### src/rtl/wnm_pkg.sv
// shared constants and types of the wildcard name matcher
package wnm_pkg;

  localparam int unsigned PAT_LEN    = 32;
  localparam int unsigned NPOS       = PAT_LEN + 1;
  localparam int unsigned IDX_W      = $clog2(PAT_LEN);
  localparam int unsigned LEN_W      = $clog2(PAT_LEN + 1);
  localparam int unsigned CLOSE_LVLS = $clog2(NPOS);
  localparam int unsigned ADDR_W     = 3;
  localparam int unsigned DATA_W     = 32;

  localparam logic [7:0] ANY_RUN_RST = 8'd42;
  localparam logic [7:0] SINGLE_RST  = 8'd63;

  localparam logic REG_ANY_RUN = 1'b0;
  localparam logic REG_SINGLE  = 1'b1;

  localparam logic KIND_PATTERN = 1'b0;
  localparam logic KIND_NAME    = 1'b1;

  typedef struct packed {
    logic [7:0] any_run;
    logic [7:0] single;
  } cfg_t;

  typedef struct packed {
    logic load;
    logic step;
    logic close;
    logic capture;
  } dp_cmd_t;

endpackage

### src/rtl/wnm_regs.sv
// configuration registers behind the apb port
module wnm_regs (
  input  logic                      clk_i,
  input  logic                      rst_ni,
  input  logic                      psel,
  input  logic                      penable,
  input  logic                      pwrite,
  input  logic [wnm_pkg::ADDR_W-1:0] paddr,
  input  logic [wnm_pkg::DATA_W-1:0] pwdata,
  output logic [wnm_pkg::DATA_W-1:0] prdata,
  output logic                      pready,
  output wnm_pkg::cfg_t             cfg_o
);

  logic [7:0] any_run_q, any_run_d;
  logic [7:0] single_q, single_d;
  logic       wr_en;
  logic [7:0] rd_byte;

  assign pready = 1'b1;
  assign wr_en  = psel & penable & pwrite;

  always_comb begin
    any_run_d = any_run_q;
    single_d  = single_q;
    if (wr_en) begin
      case (paddr[2])
        wnm_pkg::REG_ANY_RUN: any_run_d = pwdata[7:0];
        wnm_pkg::REG_SINGLE:  single_d  = pwdata[7:0];
        default: ;
      endcase
    end
  end

  always_ff @(posedge clk_i or negedge rst_ni) begin
    if (!rst_ni) begin
      any_run_q <= wnm_pkg::ANY_RUN_RST;
      single_q  <= wnm_pkg::SINGLE_RST;
    end else begin
      any_run_q <= any_run_d;
      single_q  <= single_d;
    end
  end

  always_comb begin
    case (paddr[2])
      wnm_pkg::REG_ANY_RUN: rd_byte = any_run_q;
      wnm_pkg::REG_SINGLE:  rd_byte = single_q;
      default:              rd_byte = any_run_q;
    endcase
  end

  assign prdata        = {{(wnm_pkg::DATA_W-8){1'b0}}, rd_byte} &
                         {wnm_pkg::DATA_W{paddr[1:0] == 2'b00}};
  assign cfg_o.any_run = any_run_q;
  assign cfg_o.single  = single_q;

endmodule

### src/rtl/wnm_ctrl.sv
// controller: transfer handshakes and closure/result sequencing
module wnm_ctrl (
  input  logic              clk_i,
  input  logic              rst_ni,
  input  logic              in_valid_i,
  output logic              in_ready_o,
  input  logic              kind_i,
  input  logic              is_last_i,
  output logic              out_valid_o,
  input  logic              out_ready_i,
  output wnm_pkg::dp_cmd_t  cmd_o
);

  typedef enum logic [1:0] {
    S_IDLE  = 2'b01,
    S_CLOSE = 2'b10
  } state_e;

  state_e state_q, state_d;
  logic   pend_q, pend_d;
  logic   out_valid_q, out_valid_d;
  logic   in_fire;
  logic   slot_free;

  assign in_ready_o  = (state_q == S_IDLE);
  assign in_fire     = in_valid_i & in_ready_o;
  assign slot_free   = ~out_valid_q | out_ready_i;
  assign out_valid_o = out_valid_q;

  always_comb begin
    state_d       = state_q;
    pend_d        = pend_q;
    out_valid_d   = out_valid_q & ~out_ready_i;
    cmd_o.load    = 1'b0;
    cmd_o.step    = 1'b0;
    cmd_o.close   = 1'b0;
    cmd_o.capture = 1'b0;
    case (state_q)
      S_IDLE: begin
        if (in_fire) begin
          cmd_o.load = (kind_i == wnm_pkg::KIND_PATTERN);
          cmd_o.step = (kind_i == wnm_pkg::KIND_NAME);
          pend_d     = (kind_i == wnm_pkg::KIND_NAME) & is_last_i;
          state_d    = S_CLOSE;
        end
      end
      S_CLOSE: begin
        cmd_o.close = 1'b1;
        if (pend_q) begin
          // result goes out, then one more pass closes the restarted vector
          if (slot_free) begin
            cmd_o.capture = 1'b1;
            out_valid_d   = 1'b1;
            pend_d        = 1'b0;
          end
        end else begin
          state_d = S_IDLE;
        end
      end
      default: begin
        state_d = S_IDLE;
        pend_d  = 1'b0;
      end
    endcase
  end

  always_ff @(posedge clk_i or negedge rst_ni) begin
    if (!rst_ni) begin
      state_q     <= S_IDLE;
      pend_q      <= 1'b0;
      out_valid_q <= 1'b0;
    end else begin
      state_q     <= state_d;
      pend_q      <= pend_d;
      out_valid_q <= out_valid_d;
    end
  end

endmodule

### src/rtl/wnm_dp.sv
// datapath: pattern store, active position vector, closure unit, result register
module wnm_dp (
  input  logic              clk_i,
  input  logic              rst_ni,
  input  wnm_pkg::cfg_t     cfg_i,
  input  wnm_pkg::dp_cmd_t  cmd_i,
  input  logic [7:0]        byte_value_i,
  input  logic              is_last_i,
  output logic              matched_o,
  output logic              pattern_too_long_o
);

  logic [7:0]                pat_q [wnm_pkg::PAT_LEN];
  logic [wnm_pkg::LEN_W-1:0] len_q, len_d;
  logic                      fresh_q, fresh_d;
  logic                      pclosed_q, pclosed_d;
  logic                      ovf_q, ovf_d;
  logic [wnm_pkg::NPOS-1:0]  act_q, act_d;
  logic                      ended_q, ended_d;
  logic                      matched_q, matched_d;
  logic                      ptl_q, ptl_d;

  logic [wnm_pkg::PAT_LEN-1:0] in_len, is_star, is_hit;
  logic [wnm_pkg::NPOS-1:0]    adv_vec, closed_vec, restart_vec;
  logic [wnm_pkg::LEN_W-1:0]   eff_len;
  logic                        eff_closed, eff_ovf;
  logic                        wr_en;

  assign restart_vec = {{(wnm_pkg::NPOS-1){1'b0}}, 1'b1};

  // per-position compares
  always_comb begin
    for (int i = 0; i < wnm_pkg::PAT_LEN; i++) begin
      in_len[i]  = wnm_pkg::LEN_W'(i) < len_q;
      is_star[i] = pat_q[i] == cfg_i.any_run;
      is_hit[i]  = (pat_q[i] == cfg_i.single) | (pat_q[i] == byte_value_i);
    end
  end

  // one name byte keeps, advances or drops each active position
  always_comb begin
    adv_vec = '0;
    for (int i = 0; i < wnm_pkg::PAT_LEN; i++) begin
      if (act_q[i] & in_len[i]) begin
        if (is_star[i]) begin
          adv_vec[i] = 1'b1;
        end else if (is_hit[i]) begin
          adv_vec[i+1] = 1'b1;
        end
      end
    end
  end

  // closure over runs of any-run bytes, prefix doubling
  always_comb begin
    logic [wnm_pkg::NPOS-1:0] a_v;
    logic [wnm_pkg::NPOS-1:0] p_v;
    a_v = act_q;
    p_v = {is_star & in_len, 1'b0};
    for (int l = 0; l < wnm_pkg::CLOSE_LVLS; l++) begin
      a_v = a_v | ((a_v << (1 << l)) & p_v);
      p_v = p_v & (p_v << (1 << l));
    end
    closed_vec = a_v;
  end

  assign eff_len    = fresh_q ? '0 : len_q;
  assign eff_closed = fresh_q ? 1'b0 : pclosed_q;
  assign eff_ovf    = fresh_q ? 1'b0 : ovf_q;
  assign wr_en      = cmd_i.load & ~eff_closed & (byte_value_i != 8'd0) &
                      (eff_len < wnm_pkg::LEN_W'(wnm_pkg::PAT_LEN));

  always_comb begin
    len_d     = len_q;
    fresh_d   = fresh_q;
    pclosed_d = pclosed_q;
    ovf_d     = ovf_q;
    act_d     = act_q;
    ended_d   = ended_q;
    matched_d = matched_q;
    ptl_d     = ptl_q;
    if (cmd_i.load) begin
      len_d     = eff_len;
      pclosed_d = eff_closed;
      ovf_d     = eff_ovf;
      if (!eff_closed) begin
        if (byte_value_i == 8'd0) begin
          pclosed_d = 1'b1;
        end else if (wr_en) begin
          len_d = eff_len + 1'b1;
        end else begin
          ovf_d = 1'b1;
        end
      end
      fresh_d = is_last_i;
      act_d   = restart_vec;
      ended_d = 1'b0;
    end
    if (cmd_i.step && !ended_q) begin
      if (byte_value_i == 8'd0) begin
        ended_d = 1'b1;
      end else begin
        act_d = adv_vec;
      end
    end
    if (cmd_i.close) begin
      if (cmd_i.capture) begin
        matched_d = ~ovf_q & closed_vec[len_q];
        ptl_d     = ovf_q;
        act_d     = restart_vec;
        ended_d   = 1'b0;
      end else begin
        act_d = closed_vec;
      end
    end
  end

  always_ff @(posedge clk_i or negedge rst_ni) begin
    if (!rst_ni) begin
      len_q     <= '0;
      fresh_q   <= 1'b1;
      pclosed_q <= 1'b0;
      ovf_q     <= 1'b0;
      act_q     <= {{(wnm_pkg::NPOS-1){1'b0}}, 1'b1};
      ended_q   <= 1'b0;
    end else begin
      len_q     <= len_d;
      fresh_q   <= fresh_d;
      pclosed_q <= pclosed_d;
      ovf_q     <= ovf_d;
      act_q     <= act_d;
      ended_q   <= ended_d;
    end
  end

  always_ff @(posedge clk_i) begin
    matched_q <= matched_d;
    ptl_q     <= ptl_d;
    if (wr_en) begin
      pat_q[eff_len[wnm_pkg::IDX_W-1:0]] <= byte_value_i;
    end
  end

  assign matched_o          = matched_q;
  assign pattern_too_long_o = ptl_q;

endmodule

### src/rtl/wildcard_name_matcher.sv
// top level of the wildcard name matcher
//
//  channel  | dir | handshake           | payload
//  in       | in  | in_valid_i/ready_o  | kind_i, byte_value_i, is_last_i
//  out      | out | out_valid_o/ready_i | matched_o, pattern_too_long_o
//  config   | in  | apb psel/penable    | any_run_char @0x0, single_char @0x4
//
// pattern bytes and non-final name bytes are accepted, then given one closure pass
// a final name byte is accepted, waits for the output register to free, then captures and closes the restarted vector
// the closure unit covers PAT_LEN+1 bits with a combinational prefix-doubling pass
// reset: empty pattern, wildcards 42 and 63, no result pending
// a held output register stalls only a final name byte, in its closure cycle
module wildcard_name_matcher (
  input  logic                       clk_i,
  input  logic                       rst_ni,
  input  logic                       in_valid_i,
  output logic                       in_ready_o,
  input  logic                       kind_i,
  input  logic [7:0]                 byte_value_i,
  input  logic                       is_last_i,
  output logic                       out_valid_o,
  input  logic                       out_ready_i,
  output logic                       matched_o,
  output logic                       pattern_too_long_o,
  input  logic                       psel,
  input  logic                       penable,
  input  logic                       pwrite,
  input  logic [wnm_pkg::ADDR_W-1:0] paddr,
  input  logic [wnm_pkg::DATA_W-1:0] pwdata,
  output logic [wnm_pkg::DATA_W-1:0] prdata,
  output logic                       pready
);

  wnm_pkg::cfg_t    cfg;
  wnm_pkg::dp_cmd_t cmd;

  wnm_regs u_regs (
    .clk_i   (clk_i),
    .rst_ni  (rst_ni),
    .psel    (psel),
    .penable (penable),
    .pwrite  (pwrite),
    .paddr   (paddr),
    .pwdata  (pwdata),
    .prdata  (prdata),
    .pready  (pready),
    .cfg_o   (cfg)
  );

  wnm_ctrl u_ctrl (
    .clk_i       (clk_i),
    .rst_ni      (rst_ni),
    .in_valid_i  (in_valid_i),
    .in_ready_o  (in_ready_o),
    .kind_i      (kind_i),
    .is_last_i   (is_last_i),
    .out_valid_o (out_valid_o),
    .out_ready_i (out_ready_i),
    .cmd_o       (cmd)
  );

  wnm_dp u_dp (
    .clk_i              (clk_i),
    .rst_ni             (rst_ni),
    .cfg_i              (cfg),
    .cmd_i              (cmd),
    .byte_value_i       (byte_value_i),
    .is_last_i          (is_last_i),
    .matched_o          (matched_o),
    .pattern_too_long_o (pattern_too_long_o)
  );

endmodule

### config.mk
export PLATFORM = sky130hd
export DESIGN_NAME = wildcard_name_matcher
export DESIGN_NICKNAME = d
export VERILOG_FILES = /design/src/rtl/wnm_pkg.sv /design/src/rtl/wnm_regs.sv /design/src/rtl/wnm_ctrl.sv /design/src/rtl/wnm_dp.sv /design/src/rtl/wildcard_name_matcher.sv
export SDC_FILE = /design/constraint.sdc
export NUM_CORES = 1
export LEC_CHECK = 0
export BUFFER_PORTS_ARGS = -buffer_cell sky130_fd_sc_hd__buf_2
export CAP_MARGIN = 20
export CORE_MARGIN = 2
export CORE_UTILIZATION = 55
export DETAILED_ROUTE_END_ITERATION = 8
export GPL_ROUTABILITY_DRIVEN = 0
export HOLD_SLACK_MARGIN = 0.03
export PLACE_DENSITY_LB_ADDON = 0.15
export REMOVE_ABC_BUFFERS = 1
export SYNTH_ARGS = -nofsm -noshare
export SYNTH_HDL_FRONTEND = slang
export SYNTH_SLANG_ARGS = --single-unit
### constraint.sdc
create_clock -name clk_i -period 7.3 [get_ports clk_i]
set_input_delay 0.73 -clock clk_i [delete_from_list [all_inputs] [get_ports clk_i]]
set_output_delay 0.73 -clock clk_i [all_outputs]
set_load 0.005 [all_outputs]
==> run summary <==
Status = finished clean
Cell count after synthesis = 2140
Setup CP Type = reg2reg
Number of buffers added for setup after CTS = 0
Maxcap violations = 0
Buffers & Inverters on Critical Path = 1
CP cell instances = buf_4 -> xor2_1 -> nor4_1 -> nand2_1 -> nor4_1 -> nand3_1 -> o221ai_1 -> o21ai_0 -> nand2_1 -> o21ai_0 -> a211o_1 -> a221o_1 -> a221oi_2
Final hold violations = 0
Max incr delay on CP = 1.06 ns
Initial Utilization = 0.559
DRT antenna net count = 0
Layout Cells excl Fill = 2689
Die Footprint = 42200 um^2
Cts-stage hold buffer count = 0
Num CTS Buffers = 39
Root buffer cell = clkbuf_16
Ys async rst share = 0.196
Design Power = 0.00612 W
Clock sink count = 321
Seq cells post-synth = 321
Post-route minimum period = 5.42 ns
Net Sw Power = 0.00212 W
FF-to-FF setup slack = 1.88 ns
YS warnings = 0
Clock Path Buffers = 3
Clk pin slew, worst setup/hold paths = 0.06 ns
Max Transition Viols Final = 0
Filler cells = 3237
Top Family by Delay on Critical Path = compound AO/OA/AOI/OAI gates
FMAX = 184 MHz
Core ar. = 39900 um^2
Critical path launch point type = flip-flop
Synth Area in Adders = 0.00336
First-pass GRT wire length = 105000 um
Mux share of post-synthesis cell area = 0.0137
Post-CTS Resized = 0
Mean post-synth cell area = 10.4 um^2
DP Wirelength = 46000 um
DR pass1 iterations = 5
Initial antenna violation count = 0
I/O pin cnt = 89
Global Route Usage Sum = 0.333
Pwr/cell area = 253 nW/um^2
Logic gate share of total power = 0.272
Setup TNS = 0 ns
Number of DRC markers in iteration 0 = 1855
Sequential area share after synthesis = 0.418
Critical-path maximum fanout = 18
Slew @ Worst Pin = 1.10 ns
Largest net degree at the start of global routing = 64
Hold Path Class = in2reg
Quantity of I/O buffers inserted on ports = 39
Inst Count DP = 2616
Combinational family with the most area after synthesis = XOR/XNOR gates
Placed inst area = 22800 um^2
Cell Area, Synth = 22300 um^2
Final instance area = 24200 um^2
Internal power = 0.00400 W
Vias in the first global route = 17.2k
DRC viols = 0
Area grow syn2layout = 8.41%
Via Count = 17.3k
Switching Fraction = 0.346
Die W = 205 um
CTS tree = built
RSZ-0062 raised after global routing = no
Std-Cell Rows = 73
Final Setup Violations = 0
Most used DFF post-synth = edfxtp_1
Number of enable flip-flop cells after synthesis = 258
Worst slew margin = 0.264
Crit path DAT = 5.73 ns
Fraction of layout cells with a size suffix above 1 = 0.0975
Critical Path RT = 7.61 ns
Crit. End Element = flip-flop
Synth Area in Compound Gates = 0.0884
Dpl ws = 2.15 ns
VDD IR max = 0.210 mV
Nets = 2190
Worst Slack Setup Final = 1.88 ns
Vias/cell = 6.42
Worst Clk Skew = 0.0387 ns
Worst skew pair latency = 0.58 ns
Simple-Gate Fraction of Synth Area = 0.129
Slowest CP cell = dfstp_2
Die height = 205 um
Clock share of power = 0.349
XOR/XNOR share of the synthesized area = 0.303
Crit share post-route = 0.743
Leak Pwr = 7.94 nW
Post-synth cell types = 81
GRT overflow = 0
Seq pwr share = 0.379
Final WL = 70100 um
WL/cell = 26.1 um
H-Tree Depth = 2
## final timing paths
kind | startpoint | endpoint | cells past startpoint
worst min-delay path | is_last_i | u_dp.fresh_q | 3
min in group asynchronous | rst_ni | u_regs.any_run_q[0] | 2
worst min register to register | u_dp.act_q[0] | u_dp.act_q[0] | 2
max in group asynchronous | rst_ni | u_regs.any_run_q[2] | 2
worst max register to register | u_regs.any_run_q[1] | u_dp.matched_o | 13
worst max-delay path | u_regs.any_run_q[1] | u_dp.matched_o | 13
## through the flow
| stage | util | hold WS (ns) |
|---|---|---|
| 2_1_floorplan | - | 0.434 |
| 3_3_place_gp | 0.571 | 0.510 |
| 4_1_cts | 0.606 | 0.373 |
| 3_5_place_dp | 0.571 | 0.520 |
| 5_1_grt | 0.606 | 0.417 |
| 6_report | 0.606 | 0.394 |
## worst min-delay path: stages
cell and delay [ns]:
buf_2 0.11, nand2_1 0.06, nand2_1 0.04
## kinds of logic after synthesis
kind of cell               Yosys count
xor gates and xnor gates           772
and+or+nand+nor                    534
adders and majority gates            6
AOI/OAI and AO/OA                  296
muxes                               26
other                                2
buffers and inverters              183
DFF                                321
## registers in the layout, summed over array words and instances, names as in the netlist, 2 cells and up
name / cells
u_ctrl.state_q: 2
u_dp.act_q: 33
u_dp.len_q: 6
u_dp.pat_q: 256
u_regs.any_run_q: 8
u_regs.single_q: 8
## routing by layer
| layer | GRT usage | share of wire | vias to the layer above |
|---|---|---|---|
| met1 | 0.435 | 0.40 | 8504 |
| met4 | 0.161 | 0.045 | 0 |
| met2 | 0.530 | 0.46 | 933 |
| met5 | 0 | 0 | - |
| met3 | 0.0678 | 0.092 | 224 |
| li1 | - | - | 7595 |
## cells in the mapped netlist (all sizes together) (51+ instances only)
library cell  count  share of area
nand4           127          0.036
nor2            106          0.018
clkbuf           70          0.012
nand2            85          0.014
a21oi            55          0.012
dfrtp            51          0.057
xnor2           482           0.19
o21ai            57          0.013
xor2            290           0.11
buf              87          0.028
nor4             86          0.027
edfxtp          258           0.35
## placed cells by master (no fill, tap or decap), drive strengths merged, types with 7 or more instances in the layout
cell type / instances
a211oi: 11
a21o: 14
a21oi: 55
a22oi: 9
a31oi: 31
and2: 13
and3: 7
buf: 85
bufinv: 7
clkbuf: 47
clkinv: 14
conb: 25
dfrtp: 51
dfstp: 12
edfxtp: 258
inv: 27
mux2: 16
mux2i: 8
nand2: 85
nand2b: 8
nand3: 29
nand4: 127
nor2: 106
nor3: 32
nor4: 86
o211ai: 9
o21a: 10
o21ai: 57
o22ai: 41
or2: 7
or3: 8
xnor2: 482
xor2: 290
## power by group through the flow
stage | clock network [W] | registers, W | logic, W
CTS | 0.00216 | 0.00232 | 0.00163
detailed placement | 0 | 0.00235 | 0.00162
finish | 0.00214 | 0.00232 | 0.00166
global placement | 0 | 0.00235 | 0.00159
global route | 0.00222 | 0.00233 | 0.00177
floorplan | 0 | 0.00239 | 0.000904
## layout make-up
cell class / count / area, um^2 / area share
Antenna cell: 1 / 2.50 / 0.000103
Timing Repair Buffer: 85 / 586 / 0.0242
Tap cell: 525 / 657 / 0.0271
Sequential cell: 321 / 9350 / 0.386
Multi-Input combinational cell: 1659 / 12100 / 0.500
Clock inverter: 25 / 330 / 0.0136
Clock buffer: 47 / 1090 / 0.0450
Inverter: 26 / 97.6 / 0.00403
Power figures use the tool's default switching activity.
